--- config.mk ---
export PLATFORM = sky130hd
export DESIGN_NAME = gregorian_date_arithmetic_flat
export DESIGN_NICKNAME = d
export VERILOG_FILES = /design/src/sv/gda_pkg.sv /design/src/sv/gda_if.sv /design/src/sv/gda_alu.sv /design/src/sv/gda_seq.sv /design/src/sv/gregorian_date_arithmetic.sv /design/src/flat_wrapper.sv
export SDC_FILE = /design/constraint.sdc
export NUM_CORES = 1
export LEC_CHECK = 0
export BUFFER_PORTS_ARGS = -buffer_cell sky130_fd_sc_hd__buf_2
export CORE_MARGIN = 2
export CORE_UTILIZATION = 60
export CTS_CLUSTER_SIZE = 24
export DETAILED_ROUTE_END_ITERATION = 8
export MAX_ROUTING_LAYER = met4
export PLACE_DENSITY = 0.78
export SETUP_SLACK_MARGIN = 0.1
export SLEW_MARGIN = 20
export SYNTH_ARGS = -nofsm -noshare
export SYNTH_HDL_FRONTEND = slang
export SYNTH_HIERARCHICAL = 1
export SYNTH_SLANG_ARGS = --single-unit
--- constraint.sdc ---
create_clock -name clock -period 47.5 [get_ports clock]
set_input_delay 7.125 -clock clock [delete_from_list [all_inputs] [get_ports clock]]
set_output_delay 7.125 -clock clock [all_outputs]
set_load 0.005 [all_outputs]
--- src/sv/gda_pkg.sv ---
// Shared types, constants and calendar functions for the Gregorian date arithmetic block.
package gda_pkg;

   localparam int OFFSET_WIDTH = 16;
   localparam int ACC_W = (OFFSET_WIDTH + 2 > 24) ? OFFSET_WIDTH + 2 : 24;

   localparam int DAYS_YEAR = 365;
   localparam int DAYS_LEAP = 366;
   localparam logic [13:0] YEAR_MIN = 14'd1;
   localparam logic [13:0] YEAR_MAX = 14'd9999;
   localparam logic [3:0] MONTH_FIRST = 4'd1;
   localparam logic [3:0] MONTH_LAST = 4'd12;

   localparam int DIFF_TERMS = 5;
   localparam logic [3:0] DIFF_LAST = 4'(2 * DIFF_TERMS);
   localparam logic [2:0] TERM_YEARS = 3'd0;
   localparam logic [2:0] TERM_DIV4 = 3'd1;
   localparam logic [2:0] TERM_DIV100 = 3'd2;
   localparam logic [2:0] TERM_DIV400 = 3'd3;
   localparam logic [2:0] TERM_MONTH = 3'd4;

   typedef logic signed [ACC_W-1:0] acc_type;

   typedef enum logic [1:0] {
      FUNC_ADD  = 2'd0,
      FUNC_SUB  = 2'd1,
      FUNC_DIFF = 2'd2,
      FUNC_BAD  = 2'd3
   } func_type;

   typedef enum logic [2:0] {
      ST_IDLE,
      ST_ADD,
      ST_SUB,
      ST_DIFF,
      ST_DONE
   } state_type;

   typedef struct packed {
      logic [1:0]              func;
      logic [4:0]              base_day;
      logic [3:0]              base_month;
      logic [13:0]             base_year;
      logic [OFFSET_WIDTH-1:0] offset_days;
      logic [4:0]              other_day;
      logic [3:0]              other_month;
      logic [13:0]             other_year;
   } req_type;

   typedef struct packed {
      logic [4:0]  result_day;
      logic [3:0]  result_month;
      logic [13:0] result_year;
      logic [21:0] day_count;
      logic        error_flag;
   } rsp_type;

   typedef struct packed {
      logic    done;
      rsp_type result;
   } seq_status_type;

   localparam rsp_type RSP_ERROR = '{
      result_day: 5'd0, result_month: 4'd0, result_year: 14'd0,
      day_count: 22'd0, error_flag: 1'b1
   };

   function automatic logic [11:0] div25(input logic [11:0] x);
      logic [24:0] prod;
      begin
         prod = 25'(x) * 25'd5243;
         return {4'd0, prod[24:17]};
      end
   endfunction

   function automatic logic is_leap(input logic [13:0] y);
      logic [11:0] q4;
      logic [11:0] q16;
      logic [11:0] m100;
      logic [11:0] m400;
      logic        div100;
      logic        div400;
      begin
         q4 = y[13:2];
         q16 = {2'd0, y[13:4]};
         m100 = 12'(div25(q4) * 12'd25);
         m400 = 12'(div25(q16) * 12'd25);
         div100 = (y[1:0] == 2'd0) && (m100 == q4);
         div400 = (y[3:0] == 4'd0) && (m400 == q16);
         return (y[1:0] == 2'd0) && (!div100 || div400);
      end
   endfunction

   function automatic logic [4:0] month_days(input logic [3:0] m, input logic leap);
      begin
         case (m)
            4'd2: return leap ? 5'd29 : 5'd28;
            4'd4, 4'd6, 4'd9, 4'd11: return 5'd30;
            default: return 5'd31;
         endcase
      end
   endfunction

   function automatic logic [8:0] cum_days(input logic [3:0] m);
      begin
         case (m)
            4'd1: return 9'd0;
            4'd2: return 9'd31;
            4'd3: return 9'd59;
            4'd4: return 9'd90;
            4'd5: return 9'd120;
            4'd6: return 9'd151;
            4'd7: return 9'd181;
            4'd8: return 9'd212;
            4'd9: return 9'd243;
            4'd10: return 9'd273;
            4'd11: return 9'd304;
            4'd12: return 9'd334;
            default: return 9'd0;
         endcase
      end
   endfunction

endpackage

--- src/sv/gda_if.sv ---
// Valid/ready channel interfaces for the request and response items.
interface gda_req_if;
   logic                              valid;
   logic                              ready;
   logic [1:0]                        func;
   logic [4:0]                        base_day;
   logic [3:0]                        base_month;
   logic [13:0]                       base_year;
   logic [gda_pkg::OFFSET_WIDTH-1:0]  offset_days;
   logic [4:0]                        other_day;
   logic [3:0]                        other_month;
   logic [13:0]                       other_year;

   modport source (
      output valid, func, base_day, base_month, base_year, offset_days,
      output other_day, other_month, other_year,
      input ready
   );
   modport sink (
      input valid, func, base_day, base_month, base_year, offset_days,
      input other_day, other_month, other_year,
      output ready
   );
endinterface

interface gda_rsp_if;
   logic        valid;
   logic        ready;
   logic [4:0]  result_day;
   logic [3:0]  result_month;
   logic [13:0] result_year;
   logic [21:0] day_count;
   logic        error_flag;

   modport source (
      output valid, result_day, result_month, result_year, day_count, error_flag,
      input ready
   );
   modport sink (
      input valid, result_day, result_month, result_year, day_count, error_flag,
      output ready
   );
endinterface

--- src/sv/gda_alu.sv ---
// Shared add/subtract unit used by every step of the sequencer.
module gda_alu (
   input  gda_pkg::acc_type a,
   input  gda_pkg::acc_type b,
   input  logic             sub,
   output gda_pkg::acc_type sum
);

   always_comb begin
      if (sub) begin
         sum = a - b;
      end else begin
         sum = a + b;
      end
   end

endmodule

--- src/sv/gda_seq.sv ---
// Sequencer that steps years, months and serial-day terms through the shared adder.
module gda_seq (
   input  logic                     clock,
   input  logic                     reset,
   input  gda_pkg::req_type         req_item,
   input  logic                     req_fire,
   output logic                     idle,
   output gda_pkg::seq_status_type  status,
   input  logic                     take
);

   localparam int ACC_MSB = gda_pkg::ACC_W - 1;

   gda_pkg::state_type state_ff, state_in;
   gda_pkg::acc_type   acc_ff, acc_in;
   logic [3:0]         month_ff, month_in;
   logic [13:0]        year_ff, year_in;
   logic [3:0]         phase_ff, phase_in;
   gda_pkg::req_type   item_ff, item_in;
   gda_pkg::rsp_type   res_ff, res_in;

   gda_pkg::acc_type   alu_a, alu_b, alu_sum;
   logic               alu_sub;

   logic [13:0]        ly;
   logic               leap;
   gda_pkg::acc_type   ylen, ylen_neg;
   logic [4:0]         dim_cur, dim_prev;
   logic [3:0]         month_prev;
   logic               yjump_add, yjump_sub, mstep_add;

   logic               sel_other;
   logic [2:0]         term_idx;
   logic [13:0]        y_sel, p_sel;
   logic [3:0]         m_sel;
   logic [4:0]         d_sel;
   gda_pkg::acc_type   term;
   logic               term_sub;
   logic               req_err;
   logic [13:0]        year_up, year_dn;

   gda_alu u_alu (
      .a   (alu_a),
      .b   (alu_b),
      .sub (alu_sub),
      .sum (alu_sum)
   );

   always_comb begin
      sel_other = (phase_ff >= 4'(gda_pkg::DIFF_TERMS));
      term_idx = sel_other ? 3'(phase_ff - 4'(gda_pkg::DIFF_TERMS)) : phase_ff[2:0];
      y_sel = sel_other ? item_ff.other_year : item_ff.base_year;
      m_sel = sel_other ? item_ff.other_month : item_ff.base_month;
      d_sel = sel_other ? item_ff.other_day : item_ff.base_day;
      p_sel = 14'(y_sel - 14'd1);
      year_up = 14'(year_ff + 14'd1);
      year_dn = 14'(year_ff - 14'd1);

      case (state_ff)
         gda_pkg::ST_ADD: ly = (month_ff <= 4'd2) ? year_ff : year_up;
         gda_pkg::ST_SUB: ly = (month_ff > 4'd2) ? year_ff : year_dn;
         default: ly = y_sel;
      endcase
      leap = gda_pkg::is_leap(ly);
      ylen = leap ? gda_pkg::acc_type'(gda_pkg::DAYS_LEAP)
                  : gda_pkg::acc_type'(gda_pkg::DAYS_YEAR);
      ylen_neg = leap ? gda_pkg::acc_type'(-gda_pkg::DAYS_LEAP)
                      : gda_pkg::acc_type'(-gda_pkg::DAYS_YEAR);
      month_prev = (month_ff == gda_pkg::MONTH_FIRST) ? gda_pkg::MONTH_LAST
                                                      : 4'(month_ff - 4'd1);
      dim_cur = gda_pkg::month_days(month_ff, leap);
      dim_prev = gda_pkg::month_days(month_prev, leap);
      yjump_add = (acc_ff > ylen);
      yjump_sub = (acc_ff <= ylen_neg);
      mstep_add = (acc_ff > gda_pkg::acc_type'(dim_cur));

      case (term_idx)
         gda_pkg::TERM_YEARS:
            term = gda_pkg::acc_type'(p_sel) * gda_pkg::acc_type'(gda_pkg::DAYS_YEAR);
         gda_pkg::TERM_DIV4:   term = gda_pkg::acc_type'(p_sel[13:2]);
         gda_pkg::TERM_DIV100: term = gda_pkg::acc_type'(gda_pkg::div25(p_sel[13:2]));
         gda_pkg::TERM_DIV400:
            term = gda_pkg::acc_type'(gda_pkg::div25({2'd0, p_sel[13:4]}));
         gda_pkg::TERM_MONTH:
            term = gda_pkg::acc_type'(gda_pkg::cum_days(m_sel))
                 + gda_pkg::acc_type'((m_sel > 4'd2) && leap)
                 + gda_pkg::acc_type'(d_sel);
         default: term = '0;
      endcase
      term_sub = sel_other ^ (term_idx == gda_pkg::TERM_DIV100);

      req_err = (gda_pkg::func_type'(req_item.func) == gda_pkg::FUNC_BAD)
             || !(req_item.base_month inside {[gda_pkg::MONTH_FIRST:gda_pkg::MONTH_LAST]})
             || !(req_item.base_year inside {[gda_pkg::YEAR_MIN:gda_pkg::YEAR_MAX]})
             || ((gda_pkg::func_type'(req_item.func) == gda_pkg::FUNC_DIFF)
                 && (!(req_item.other_month
                       inside {[gda_pkg::MONTH_FIRST:gda_pkg::MONTH_LAST]})
                     || !(req_item.other_year
                          inside {[gda_pkg::YEAR_MIN:gda_pkg::YEAR_MAX]})));
   end

   always_comb begin
      case (state_ff)
         gda_pkg::ST_IDLE: begin
            alu_a = gda_pkg::acc_type'(req_item.base_day);
            alu_b = gda_pkg::acc_type'(req_item.offset_days);
            alu_sub = (gda_pkg::func_type'(req_item.func) == gda_pkg::FUNC_SUB);
         end
         gda_pkg::ST_ADD: begin
            alu_a = acc_ff;
            alu_b = yjump_add ? ylen : gda_pkg::acc_type'(dim_cur);
            alu_sub = 1'b1;
         end
         gda_pkg::ST_SUB: begin
            alu_a = acc_ff;
            alu_b = yjump_sub ? ylen : gda_pkg::acc_type'(dim_prev);
            alu_sub = 1'b0;
         end
         gda_pkg::ST_DIFF: begin
            if (phase_ff == gda_pkg::DIFF_LAST) begin
               alu_a = '0;
               alu_b = acc_ff;
               alu_sub = 1'b1;
            end else begin
               alu_a = acc_ff;
               alu_b = term;
               alu_sub = term_sub;
            end
         end
         default: begin
            alu_a = acc_ff;
            alu_b = '0;
            alu_sub = 1'b0;
         end
      endcase
   end

   always_comb begin
      state_in = state_ff;
      acc_in = acc_ff;
      month_in = month_ff;
      year_in = year_ff;
      phase_in = phase_ff;
      item_in = item_ff;
      res_in = res_ff;
      case (state_ff)
         gda_pkg::ST_IDLE: begin
            if (req_fire) begin
               item_in = req_item;
               month_in = req_item.base_month;
               year_in = req_item.base_year;
               acc_in = alu_sum;
               phase_in = '0;
               if (req_err) begin
                  res_in = gda_pkg::RSP_ERROR;
                  state_in = gda_pkg::ST_DONE;
               end else begin
                  case (gda_pkg::func_type'(req_item.func))
                     gda_pkg::FUNC_ADD: state_in = gda_pkg::ST_ADD;
                     gda_pkg::FUNC_SUB: state_in = gda_pkg::ST_SUB;
                     default: begin
                        acc_in = '0;
                        state_in = gda_pkg::ST_DIFF;
                     end
                  endcase
               end
            end
         end
         gda_pkg::ST_ADD: begin
            if (yjump_add) begin
               acc_in = alu_sum;
               year_in = year_up;
               if (year_ff == gda_pkg::YEAR_MAX) begin
                  res_in = gda_pkg::RSP_ERROR;
                  state_in = gda_pkg::ST_DONE;
               end
            end else if (mstep_add) begin
               acc_in = alu_sum;
               if (month_ff == gda_pkg::MONTH_LAST) begin
                  month_in = gda_pkg::MONTH_FIRST;
                  year_in = year_up;
                  if (year_ff == gda_pkg::YEAR_MAX) begin
                     res_in = gda_pkg::RSP_ERROR;
                     state_in = gda_pkg::ST_DONE;
                  end
               end else begin
                  month_in = 4'(month_ff + 4'd1);
               end
            end else begin
               res_in = '{result_day: acc_ff[4:0], result_month: month_ff,
                          result_year: year_ff, day_count: 22'd0, error_flag: 1'b0};
               state_in = gda_pkg::ST_DONE;
            end
         end
         gda_pkg::ST_SUB: begin
            if (acc_ff > gda_pkg::acc_type'(0)) begin
               res_in = '{result_day: acc_ff[4:0], result_month: month_ff,
                          result_year: year_ff, day_count: 22'd0, error_flag: 1'b0};
               state_in = gda_pkg::ST_DONE;
            end else if (yjump_sub || (month_ff == gda_pkg::MONTH_FIRST)) begin
               if (year_ff == gda_pkg::YEAR_MIN) begin
                  res_in = gda_pkg::RSP_ERROR;
                  state_in = gda_pkg::ST_DONE;
               end else begin
                  acc_in = alu_sum;
                  year_in = year_dn;
                  month_in = yjump_sub ? month_ff : month_prev;
               end
            end else begin
               acc_in = alu_sum;
               month_in = month_prev;
            end
         end
         gda_pkg::ST_DIFF: begin
            if (phase_ff == gda_pkg::DIFF_LAST) begin
               res_in = '{result_day: 5'd0, result_month: 4'd0, result_year: 14'd0,
                          day_count: acc_ff[ACC_MSB] ? alu_sum[21:0] : acc_ff[21:0],
                          error_flag: 1'b0};
               state_in = gda_pkg::ST_DONE;
            end else begin
               acc_in = alu_sum;
               phase_in = 4'(phase_ff + 4'd1);
            end
         end
         gda_pkg::ST_DONE: begin
            if (take) begin
               state_in = gda_pkg::ST_IDLE;
            end
         end
         default: state_in = gda_pkg::ST_IDLE;
      endcase
   end

   always_ff @(posedge clock) begin
      if (reset) begin
         state_ff <= gda_pkg::ST_IDLE;
      end else begin
         state_ff <= state_in;
      end
   end

   always_ff @(posedge clock) begin
      acc_ff <= acc_in;
      month_ff <= month_in;
      year_ff <= year_in;
      phase_ff <= phase_in;
      item_ff <= item_in;
      res_ff <= res_in;
   end

   assign idle = (state_ff == gda_pkg::ST_IDLE);
   assign status = '{done: (state_ff == gda_pkg::ST_DONE), result: res_ff};

   assert property (@(posedge clock) disable iff (reset)
      (state_ff == gda_pkg::ST_ADD || state_ff == gda_pkg::ST_SUB) |->
         (month_ff >= gda_pkg::MONTH_FIRST && month_ff <= gda_pkg::MONTH_LAST
          && year_ff >= gda_pkg::YEAR_MIN && year_ff <= gda_pkg::YEAR_MAX))
      else $error("date register left its range while stepping");

   assert property (@(posedge clock) disable iff (reset)
      req_fire |=> (state_ff != gda_pkg::ST_IDLE))
      else $error("accepted item did not start the sequencer");

   assert property (@(posedge clock) disable iff (reset)
      (state_ff == gda_pkg::ST_DIFF) |-> (phase_ff <= gda_pkg::DIFF_LAST))
      else $error("day-difference phase overran");

   assert property (@(posedge clock) disable iff (reset)
      (state_ff == gda_pkg::ST_SUB && acc_ff > gda_pkg::acc_type'(0))
         |=> (state_ff == gda_pkg::ST_DONE))
      else $error("subtract did not finish on a positive day");

endmodule

--- src/sv/gregorian_date_arithmetic.sv ---
// Top level of the Gregorian date arithmetic block: request channel, sequencer, response register.
//
// Requests arrive on req_if (valid/ready); each item carries an operation (add days,
// subtract days, days between two dates), a base date, a day offset and a second date.
// Every item gives exactly one item on rsp_if: the resulting date, or the absolute day
// difference, plus an error flag that zeroes all other fields.
// One item is worked at a time; req_if.ready is high only while the sequencer is idle.
// Add and subtract first apply the offset to the base day, then step a whole year or
// a month at a time (at most twelve months) until the day fits, then finish and load the
// output. Days-between sums five serial-day terms per date with opposite signs, then
// takes the absolute value; an item rejected on its fields goes straight to done. All
// steps run through the single shared adder.
// The response sits in an output register; the next item is accepted while it waits.
// If the receiver stalls with a result still held, a finished item waits in the
// sequencer and no further item is accepted until the register frees.
// Synchronous reset returns the sequencer to idle and empties the output register.
module gregorian_date_arithmetic (
   input logic       clock,
   input logic       reset,
   gda_req_if.sink   req_if,
   gda_rsp_if.source rsp_if
);

   gda_pkg::req_type        req_item;
   logic                    req_fire;
   logic                    seq_idle;
   logic                    slot_free;
   gda_pkg::seq_status_type seq_status;

   logic                    rsp_valid_ff, rsp_valid_in;
   gda_pkg::rsp_type        rsp_data_ff, rsp_data_in;

   assign req_item = '{
      func: req_if.func, base_day: req_if.base_day, base_month: req_if.base_month,
      base_year: req_if.base_year, offset_days: req_if.offset_days,
      other_day: req_if.other_day, other_month: req_if.other_month,
      other_year: req_if.other_year
   };

   assign req_if.ready = seq_idle;
   assign req_fire = req_if.valid && seq_idle;
   assign slot_free = !rsp_valid_ff || rsp_if.ready;

   gda_seq u_seq (
      .clock    (clock),
      .reset    (reset),
      .req_item (req_item),
      .req_fire (req_fire),
      .idle     (seq_idle),
      .status   (seq_status),
      .take     (slot_free)
   );

   always_comb begin
      rsp_valid_in = rsp_valid_ff;
      rsp_data_in = rsp_data_ff;
      if (seq_status.done && slot_free) begin
         rsp_valid_in = 1'b1;
         rsp_data_in = seq_status.result;
      end else if (rsp_if.ready) begin
         rsp_valid_in = 1'b0;
      end
   end

   always_ff @(posedge clock) begin
      if (reset) begin
         rsp_valid_ff <= 1'b0;
      end else begin
         rsp_valid_ff <= rsp_valid_in;
      end
   end

   always_ff @(posedge clock) begin
      rsp_data_ff <= rsp_data_in;
   end

   assign rsp_if.valid = rsp_valid_ff;
   assign rsp_if.result_day = rsp_data_ff.result_day;
   assign rsp_if.result_month = rsp_data_ff.result_month;
   assign rsp_if.result_year = rsp_data_ff.result_year;
   assign rsp_if.day_count = rsp_data_ff.day_count;
   assign rsp_if.error_flag = rsp_data_ff.error_flag;

   assert property (@(posedge clock) disable iff (reset)
      (rsp_valid_ff && rsp_data_ff.error_flag) |->
         (rsp_data_ff.result_day == 5'd0 && rsp_data_ff.result_month == 4'd0
          && rsp_data_ff.result_year == 14'd0 && rsp_data_ff.day_count == 22'd0))
      else $error("error item carries nonzero fields");

   assert property (@(posedge clock) disable iff (reset)
      (rsp_valid_ff && !rsp_data_ff.error_flag && rsp_data_ff.day_count != 22'd0)
         |-> (rsp_data_ff.result_month == 4'd0 && rsp_data_ff.result_year == 14'd0))
      else $error("day difference item carries a date");

endmodule
--- src/flat_wrapper.sv ---
// flat-port wrapper written by rule: the top's interface ports become plain ports
module gregorian_date_arithmetic_flat 
  (clock, reset, req_if_valid, req_if_func, req_if_base_day, req_if_base_month, req_if_base_year, req_if_offset_days, req_if_other_day, req_if_other_month, req_if_other_year, req_if_ready, rsp_if_valid, rsp_if_result_day, rsp_if_result_month, rsp_if_result_year, rsp_if_day_count, rsp_if_error_flag, rsp_if_ready);
  gda_req_if req_if_i ();
  gda_rsp_if rsp_if_i ();
  input logic clock;
  input logic reset;
  input wire logic [$bits(req_if_i.valid)-1:0] req_if_valid;
  input wire logic [$bits(req_if_i.func)-1:0] req_if_func;
  input wire logic [$bits(req_if_i.base_day)-1:0] req_if_base_day;
  input wire logic [$bits(req_if_i.base_month)-1:0] req_if_base_month;
  input wire logic [$bits(req_if_i.base_year)-1:0] req_if_base_year;
  input wire logic [$bits(req_if_i.offset_days)-1:0] req_if_offset_days;
  input wire logic [$bits(req_if_i.other_day)-1:0] req_if_other_day;
  input wire logic [$bits(req_if_i.other_month)-1:0] req_if_other_month;
  input wire logic [$bits(req_if_i.other_year)-1:0] req_if_other_year;
  output wire logic [$bits(req_if_i.ready)-1:0] req_if_ready;
  output wire logic [$bits(rsp_if_i.valid)-1:0] rsp_if_valid;
  output wire logic [$bits(rsp_if_i.result_day)-1:0] rsp_if_result_day;
  output wire logic [$bits(rsp_if_i.result_month)-1:0] rsp_if_result_month;
  output wire logic [$bits(rsp_if_i.result_year)-1:0] rsp_if_result_year;
  output wire logic [$bits(rsp_if_i.day_count)-1:0] rsp_if_day_count;
  output wire logic [$bits(rsp_if_i.error_flag)-1:0] rsp_if_error_flag;
  input wire logic [$bits(rsp_if_i.ready)-1:0] rsp_if_ready;
  assign req_if_i.valid = req_if_valid;
  assign req_if_i.func = req_if_func;
  assign req_if_i.base_day = req_if_base_day;
  assign req_if_i.base_month = req_if_base_month;
  assign req_if_i.base_year = req_if_base_year;
  assign req_if_i.offset_days = req_if_offset_days;
  assign req_if_i.other_day = req_if_other_day;
  assign req_if_i.other_month = req_if_other_month;
  assign req_if_i.other_year = req_if_other_year;
  assign req_if_ready = req_if_i.ready;
  assign rsp_if_valid = rsp_if_i.valid;
  assign rsp_if_result_day = rsp_if_i.result_day;
  assign rsp_if_result_month = rsp_if_i.result_month;
  assign rsp_if_result_year = rsp_if_i.result_year;
  assign rsp_if_day_count = rsp_if_i.day_count;
  assign rsp_if_error_flag = rsp_if_i.error_flag;
  assign rsp_if_i.ready = rsp_if_ready;
  gregorian_date_arithmetic u_core (.clock(clock), .reset(reset), .req_if(req_if_i), .rsp_if(rsp_if_i));
endmodule
# After elaboration in Yosys (flattened, before gate mapping)
# Memories as Yosys holds them, arrays and structs flattened.
# Index checks and enable logic that the tools add are counted.
[op_classes] n_addsub=11 multipliers=7 n_lt_le_gt_ge=16 eq_ne=45 mux=81 bitwise=1 n_reduce_logical=43
[ops] cell="2-to-1 mux 46 bit" count=10
[ops] cell="2-to-1 mux 24 bit" count=12
[ops] cell="case mux 24 bit (4 select lines)" count=2
[ops] cell="case mux 46 bit (4 select lines)" count=1
[ops] cell="2-to-1 mux 14 bit" count=10
[ops] cell="case mux 23 bit (5 select lines)" count=1
[ops] cell="multiplier 12 x 13 -> 25 bit, second input constant" count=2
[ops] cell="2-to-1 mux 4 bit" count=12
[ops] cell="case mux 24 bit (2 select lines)" count=1
[ops] cell="multiplier 10 x 13 -> 23 bit, second input constant" count=2
[ops] cell="case mux 14 bit (3 select lines)" count=1
[ops] cell="2-to-1 mux 3 bit" count=12
[ops] cell=">= comparator 14 x 1 -> 1 bit, second input constant" count=2
[ops] cell="less-or-equal comparator 14 bit, second input constant" count=2
[ops] cell="case mux 14 bit (2 select lines)" count=1
[ops] cell="subtractor 14 x 1 -> 14 bit, second input constant" count=2
[ops] cell="2-to-1 mux 9 bit" count=3
[ops] cell="adder 24 bit" count=1
[ops] cell="equality test 4 bit, second input constant" count=6
[ops] cell="greater-than comparator 24 x 1 -> 1 bit, second input constant" count=1
[ops] cell="greater-than comparator 24 x 10 -> 1 bit" count=1
[ops] cell="greater-than comparator 24 x 6 -> 1 bit" count=1
[ops] cell="less-or-equal comparator 24 x 10 -> 1 bit" count=1
[ops] cell="subtractor 24 bit" count=1
[ops] cell="other kinds (55)" count=116
[word_totals] register_bits=188 mem_bits_ro=144 out_inout_bits=48 memories=1
[mem_list] name="(name not given)" words=16 word_bits=9 read_ports=1 rd_ports_with_merged_regs=0 write_ports=0 line_no="gda_pkg.sv:106" source="case (m)"

# Longest topological paths before layout
[depth] ltp_word=22 ltp_mapped=70

# Cells and area by module
# Netlist, hierarchy kept.
[by_module_without_submodules] mod="gda_seq" instances=1 cells_each=2171 area_each_um2=20483.4
[by_module_without_submodules] mod="gda_alu" instances=1 cells_each=233 area_each_um2=1682.9
[by_module_without_submodules] mod="gregorian_date_arithmetic" instances=1 cells_each=52 area_each_um2=1442.6

# Worst setup path before layout
# OpenSTA, ideal clock, no wires.
[synth_timing] path_type="register to register" startpoint="register u_core.u_seq.phase_ff[0]" endpoint="register u_core.u_seq.res_ff, in the netlist u_core/u_seq/status[0] (enable)" setup_time_ps=506 t_arrival_ps=14641 setup_slack_ps=32353 stages_incl_launch_ff=52 synth_period_minus_slack_ps=15147 cell_sequence="edfxtp_1 clkbuf_1 inv_1 ha_1 nand2b_1 buf_2 a21oi_4 buf_2 mux2i_1 a32oi_1 inv_1 fa_1 xor2_1 ha_1 fa_1 fa_1 inv_1 fa_1 [16 not listed] a21oi_1 o21ai_0 o41ai_1 xnor2_1 xnor2_1 nand4_1 or4_1 a2bb2oi_4 ha_1 nand2b_1 o21ai_0 a211o_1 a21oi_1 o21ai_0 a21oi_1 o31ai_1 or3_1 nor3_1"
[synth_between] elab_chain_len=15 word_cells_on_any_way=29 classes_between="mul (4); order compare (4); eq/ne (6); mux (6); reduce/logical (9)"
[synth_lines] element="start: declaration" line_no="gda_seq.sv:18" source="logic [3:0] phase_ff, phase_in;"
[synth_lines] element="start signal: assignment" line_no="gda_seq.sv:246" source="phase_ff <= phase_in;"
[synth_lines] element=">= comparator 4 x 3 -> 1 bit" line_no="gda_seq.sv:50" source="sel_other = (phase_ff >= 4'(gda_pkg::DIFF_TERMS));"
[synth_lines] element="2-to-1 mux 14 bit" line_no="gda_seq.sv:52" source="y_sel = sel_other ? item_ff.other_year : item_ff.base_year;"
[synth_lines] element="case mux 14 bit (2 select lines)" line_no="gda_seq.sv:59" source="case (state_ff)"
[synth_lines] element="multiplier 12 x 13 -> 25 bit" line_no="gda_pkg.sv:71" source="prod = 25'(x) * 25'd5243;"
[synth_lines] element="multiplier 8 x 5 -> 12 bit" line_no="gda_pkg.sv:86" source="m100 = 12'(div25(q4) * 12'd25);"
[synth_lines] element="equality test 12 bit" line_no="gda_pkg.sv:88" source="div100 = (y[1:0] == 2'd0) && (m100 == q4);"
[synth_lines] element="logical AND 1 bit" line_no="gda_pkg.sv:88"
[synth_lines] element="logical NOT 1 bit" line_no="gda_pkg.sv:90" source="return (y[1:0] == 2'd0) && (!div100 || div400);"
[synth_lines] element="logical OR 1 bit" line_no="gda_pkg.sv:90"
[synth_lines] element="logical AND 1 bit" line_no="gda_pkg.sv:90"
[synth_lines] element="2-to-1 mux 1 bit (on tied branches)" line_no="gda_pkg.sv:97, gda_seq.sv:67"
[synth_lines] element="case mux 2 bit (2 select lines) or less-or-equal comparator 24 x 10 -> 1 bit (tied branches)" line_no="gda_pkg.sv:96, gda_seq.sv:74"
[synth_lines] element="greater-than comparator 24 x 6 -> 1 bit or logical OR 1 bit (tied branches)" line_no="gda_seq.sv:75, gda_seq.sv:200"
[synth_lines] element="!= test 4 bit (no line) or != test 3 bit (tied branches)"
[synth_lines] element="AND reduction 7 bit (no line) (*)"
[synth_lines] element="end signal: assignment" line_no="gda_seq.sv:248" source="res_ff <= res_in;"
[synth_lines] element="end: declaration" line_no="gda_seq.sv:20" source="gda_pkg::rsp_type res_ff, res_in;"
# Mark *: on every way between the ends. The rest lies on a longest branch, timed or not.
# A chain may end at the register's enable or synchronous reset.

==> reports/metrics.cfg <==
[outcome]
status = finished, final reports clean

[timing]
worst_slew_pin_slew_ns = 1.03
rsz0062_at_grt = no
final.period_utilization_pct = 36.9
fin_tns_setup_ns = 0
clock.fmax_mhz = 57.0
finalCriticalPeriod_ns = 17.55
max_slew_margin_pct = 31.4
slew_viol_final = 0
hold_violations = 0
clock_skew_ns = 0.0133
setup_viol = 0

[clock_tree]
cts-buffers-inserted = 17
cts_max_path_buffers = 2
clkSlewWorstSetupHoldPaths_ns = 0.07
ctsHoldBuffers = 0
insertion_delay_ns = 0.45
post-cts-setup-buffers = 0
tritoncts = built
cts_resized = 0
cts-root-buf = clkbuf_16
cts_sinks = 188
htreeDepth = 4

[grt]
grt_use_total_pct = 34.2
grt_pass1_wl_um = 106000
antenna_found_initial = 3
first_global_vias = 19600
grt_max_degree = 48
overflow = 0

[run]
maxCapViolations = 0

[min_path]
min_from = u_core/u_seq/status[22]
min_path_type = flop to flop
holdPathStages = 0

[floorplan]
design.die.area_mm2 = 0.0410
placementRows = 72
die_w_um = 202
initial_core_util_pct = 60.9
ios = 116
die_h_um = 202
core_area_mm2 = 0.0387

[final_layout]
area_growth_pct = 7.28
n_fill_cell = 3150
drive_above_1_share_pct = 9.38
ff_latch_area_mm2 = 0.00561
multi_input_area_mm2 = 0.0164
finalNetCount = 3114
fin_util_pct = 65.4

[setup_path]
timing.rr.start = u_core/u_seq/phase_ff[0]
max_stage_delay_ns = 0.88
critPathLaunchType = flop
critPathArrivalTime_ns = 17.73
reg2reg_depth = 64
startpoint = u_core/u_seq/phase_ff[0]
critPathSlowestCell = a21oi_4
setup.worst_path.end_class = flop
cp.required_ns = 47.68
criticalPathCategory = flop to flop
critPathMaxFanout = 33

[logic_synthesis]
synth_ff_type = edfxtp_1
syn_area_mm2 = 0.0236
synth-compound-area-share_pct = 16.4
synthTopCellsByArea = edfxtp_1, ha_1, fa_1, inv_1, xnor2_1
synth_cells = 2456
avgSynthCellArea_um2 = 9.61
synth_edf_count = 184
muxShareOfSynthArea_pct = 2.14
synth_adder_area_share_pct = 32.1
ys_types = 108
async_flop_share_pct = 0
ys_seq_area_share_pct = 23.7
yosys_register_bits = 188
synth_top_area_share_pct = 23.4
synthSimpleGateAreaFrac_pct = 12.9
yosysWarningCount = 6
synth_top_family_by_area = adder cells
synth_xor_area_share_pct = 5.70
syn_nets = 3033
yosys.area.top_type = edfxtp_1

[placement]
gp_congestion = 0.978
hpwl_um = 54300
portBuffers = 115

[detailed_routing]
detail-route-antenna-nets = 0
drtPass1Iterations = 8
routed-via-count = 19300
drc = 0
first_iter_violations = 1668
wirelength_um = 66900
post_drt_wl_per_cell_um = 21.8
via_per_inst = 6.28

[cells in the final DEF (no fill, tap or decap), types with 14 or more instances in the layout]
cell	count
fa_1	162
edfxtp_1	184
buf_2	115
a31oi_1	27
mux2i_1	46
nor2b_1	21
a221oi_1	16
a22oi_1	17
o21a_1	16
nor4_1	20
o221ai_1	14
a22o_1	28
a211oi_1	18
nand4_1	22
buf_4	32
clkbuf_16	17
nor3_1	40
nor2_1	118
and2_1	62
xor2_1	47
o21bai_1	17
and3_1	14
nand3_1	45
nand2_1	157
o211ai_1	17
a21o_1	44
inv_1	339
o21ai_0	101
xnor2_1	103
ha_1	347
a21oi_1	118
[flip-flops by register name, indices dropped and copies added (netlist names), 5 cells and up]
register / flops
u_core/rsp_if.result_year: 14
u_core/u_seq/acc_ff: 24
u_core/u_seq/status: 46
u_core/rsp_if.day_count: 22
u_core/rsp_if.result_day: 5
u_core/u_seq/item_ff: 46
u_core/u_seq/year_ff: 14
[Yosys cell counts (all sizes together) (25+ instances only)]
cell    count
fa        162
nand4      25
ha        347
xor2       48
a21oi     122
o21ai     111
and2       66
clkbuf     57
nor3       44
edfxtp    184
nand2     158
buf        28
a21o       44
xnor2     104
nand3      46
mux2i      46
a22o       28
nor2      120
a31oi      28
inv       339
[through the flow]
step           area (um2)  std cells  setup slack [ns]  hold WS [ns]
6_report            25300       3069             29.95         0.451
5_1_grt             25300       3069             28.88         0.466
4_1_cts             25300       3066             30.03         0.453
3_5_place_dp        24700       3036             30.08         0.437
3_3_place_gp        24700       3036             30.64         0.432
2_1_floorplan       23600       2456             32.35         0.426
[worst paths after layout]
path / to / slack, ns
worst max-delay path: u_core/u_seq/status[21] / 29.95
worst min-delay path: u_core/rsp_if.day_count[21] / 0.45
worst max register to register: u_core/u_seq/status[21] / 29.95
worst min register to register: u_core/rsp_if.day_count[21] / 0.45
[cell families (layout without fill, tap and decap cells)]
kind of cell,after synthesis,after routing
buffers and inverters,424,516
AO/OA/AOI/OAI,548,548
flip-flops,188,188
multiplexers,50,50
other,0,3
XOR/XNOR,152,152
adder cells (fa/ha/maj),509,509
AND/OR/NAND/NOR,585,585
[metal layers]
metal  share of wire, %  up-vias  track usage [%]
met3                6.6      205             4.45
met4                4.7        0             15.0
met1                 40     9311             42.3
met2                 48      860             56.4
li1                   -     8886                -
met5                  0        -                -
[cell type report]
type                            instances  share of cell area (%)
Clock inverter                         12                   0.642
Clock buffer                           18                    1.69
Multi-Input combinational cell       1844                    64.7
Timing Repair Buffer                  147                    3.22
Inverter                              339                    5.02
Sequential cell                       188                    22.1
Tap cell                              518                    2.56
Antenna cell                            3                  0.0296
[critical path, delay by kind of cell, from the launching register on]
kind                     cells  cell delay (ns)
multiplexers                 2             0.44
AND/OR/NAND/NOR             10             2.45
XOR/XNOR                     7             1.34
adder cells (fa/ha/maj)     14             5.82
flip-flops                   1             0.55
AO/OA/AOI/OAI               24             6.02
buffers and inverters        7             0.70
Power is not shown: default switching activity piles up to over one toggle a cycle in this logic, so the estimate is an artifact.
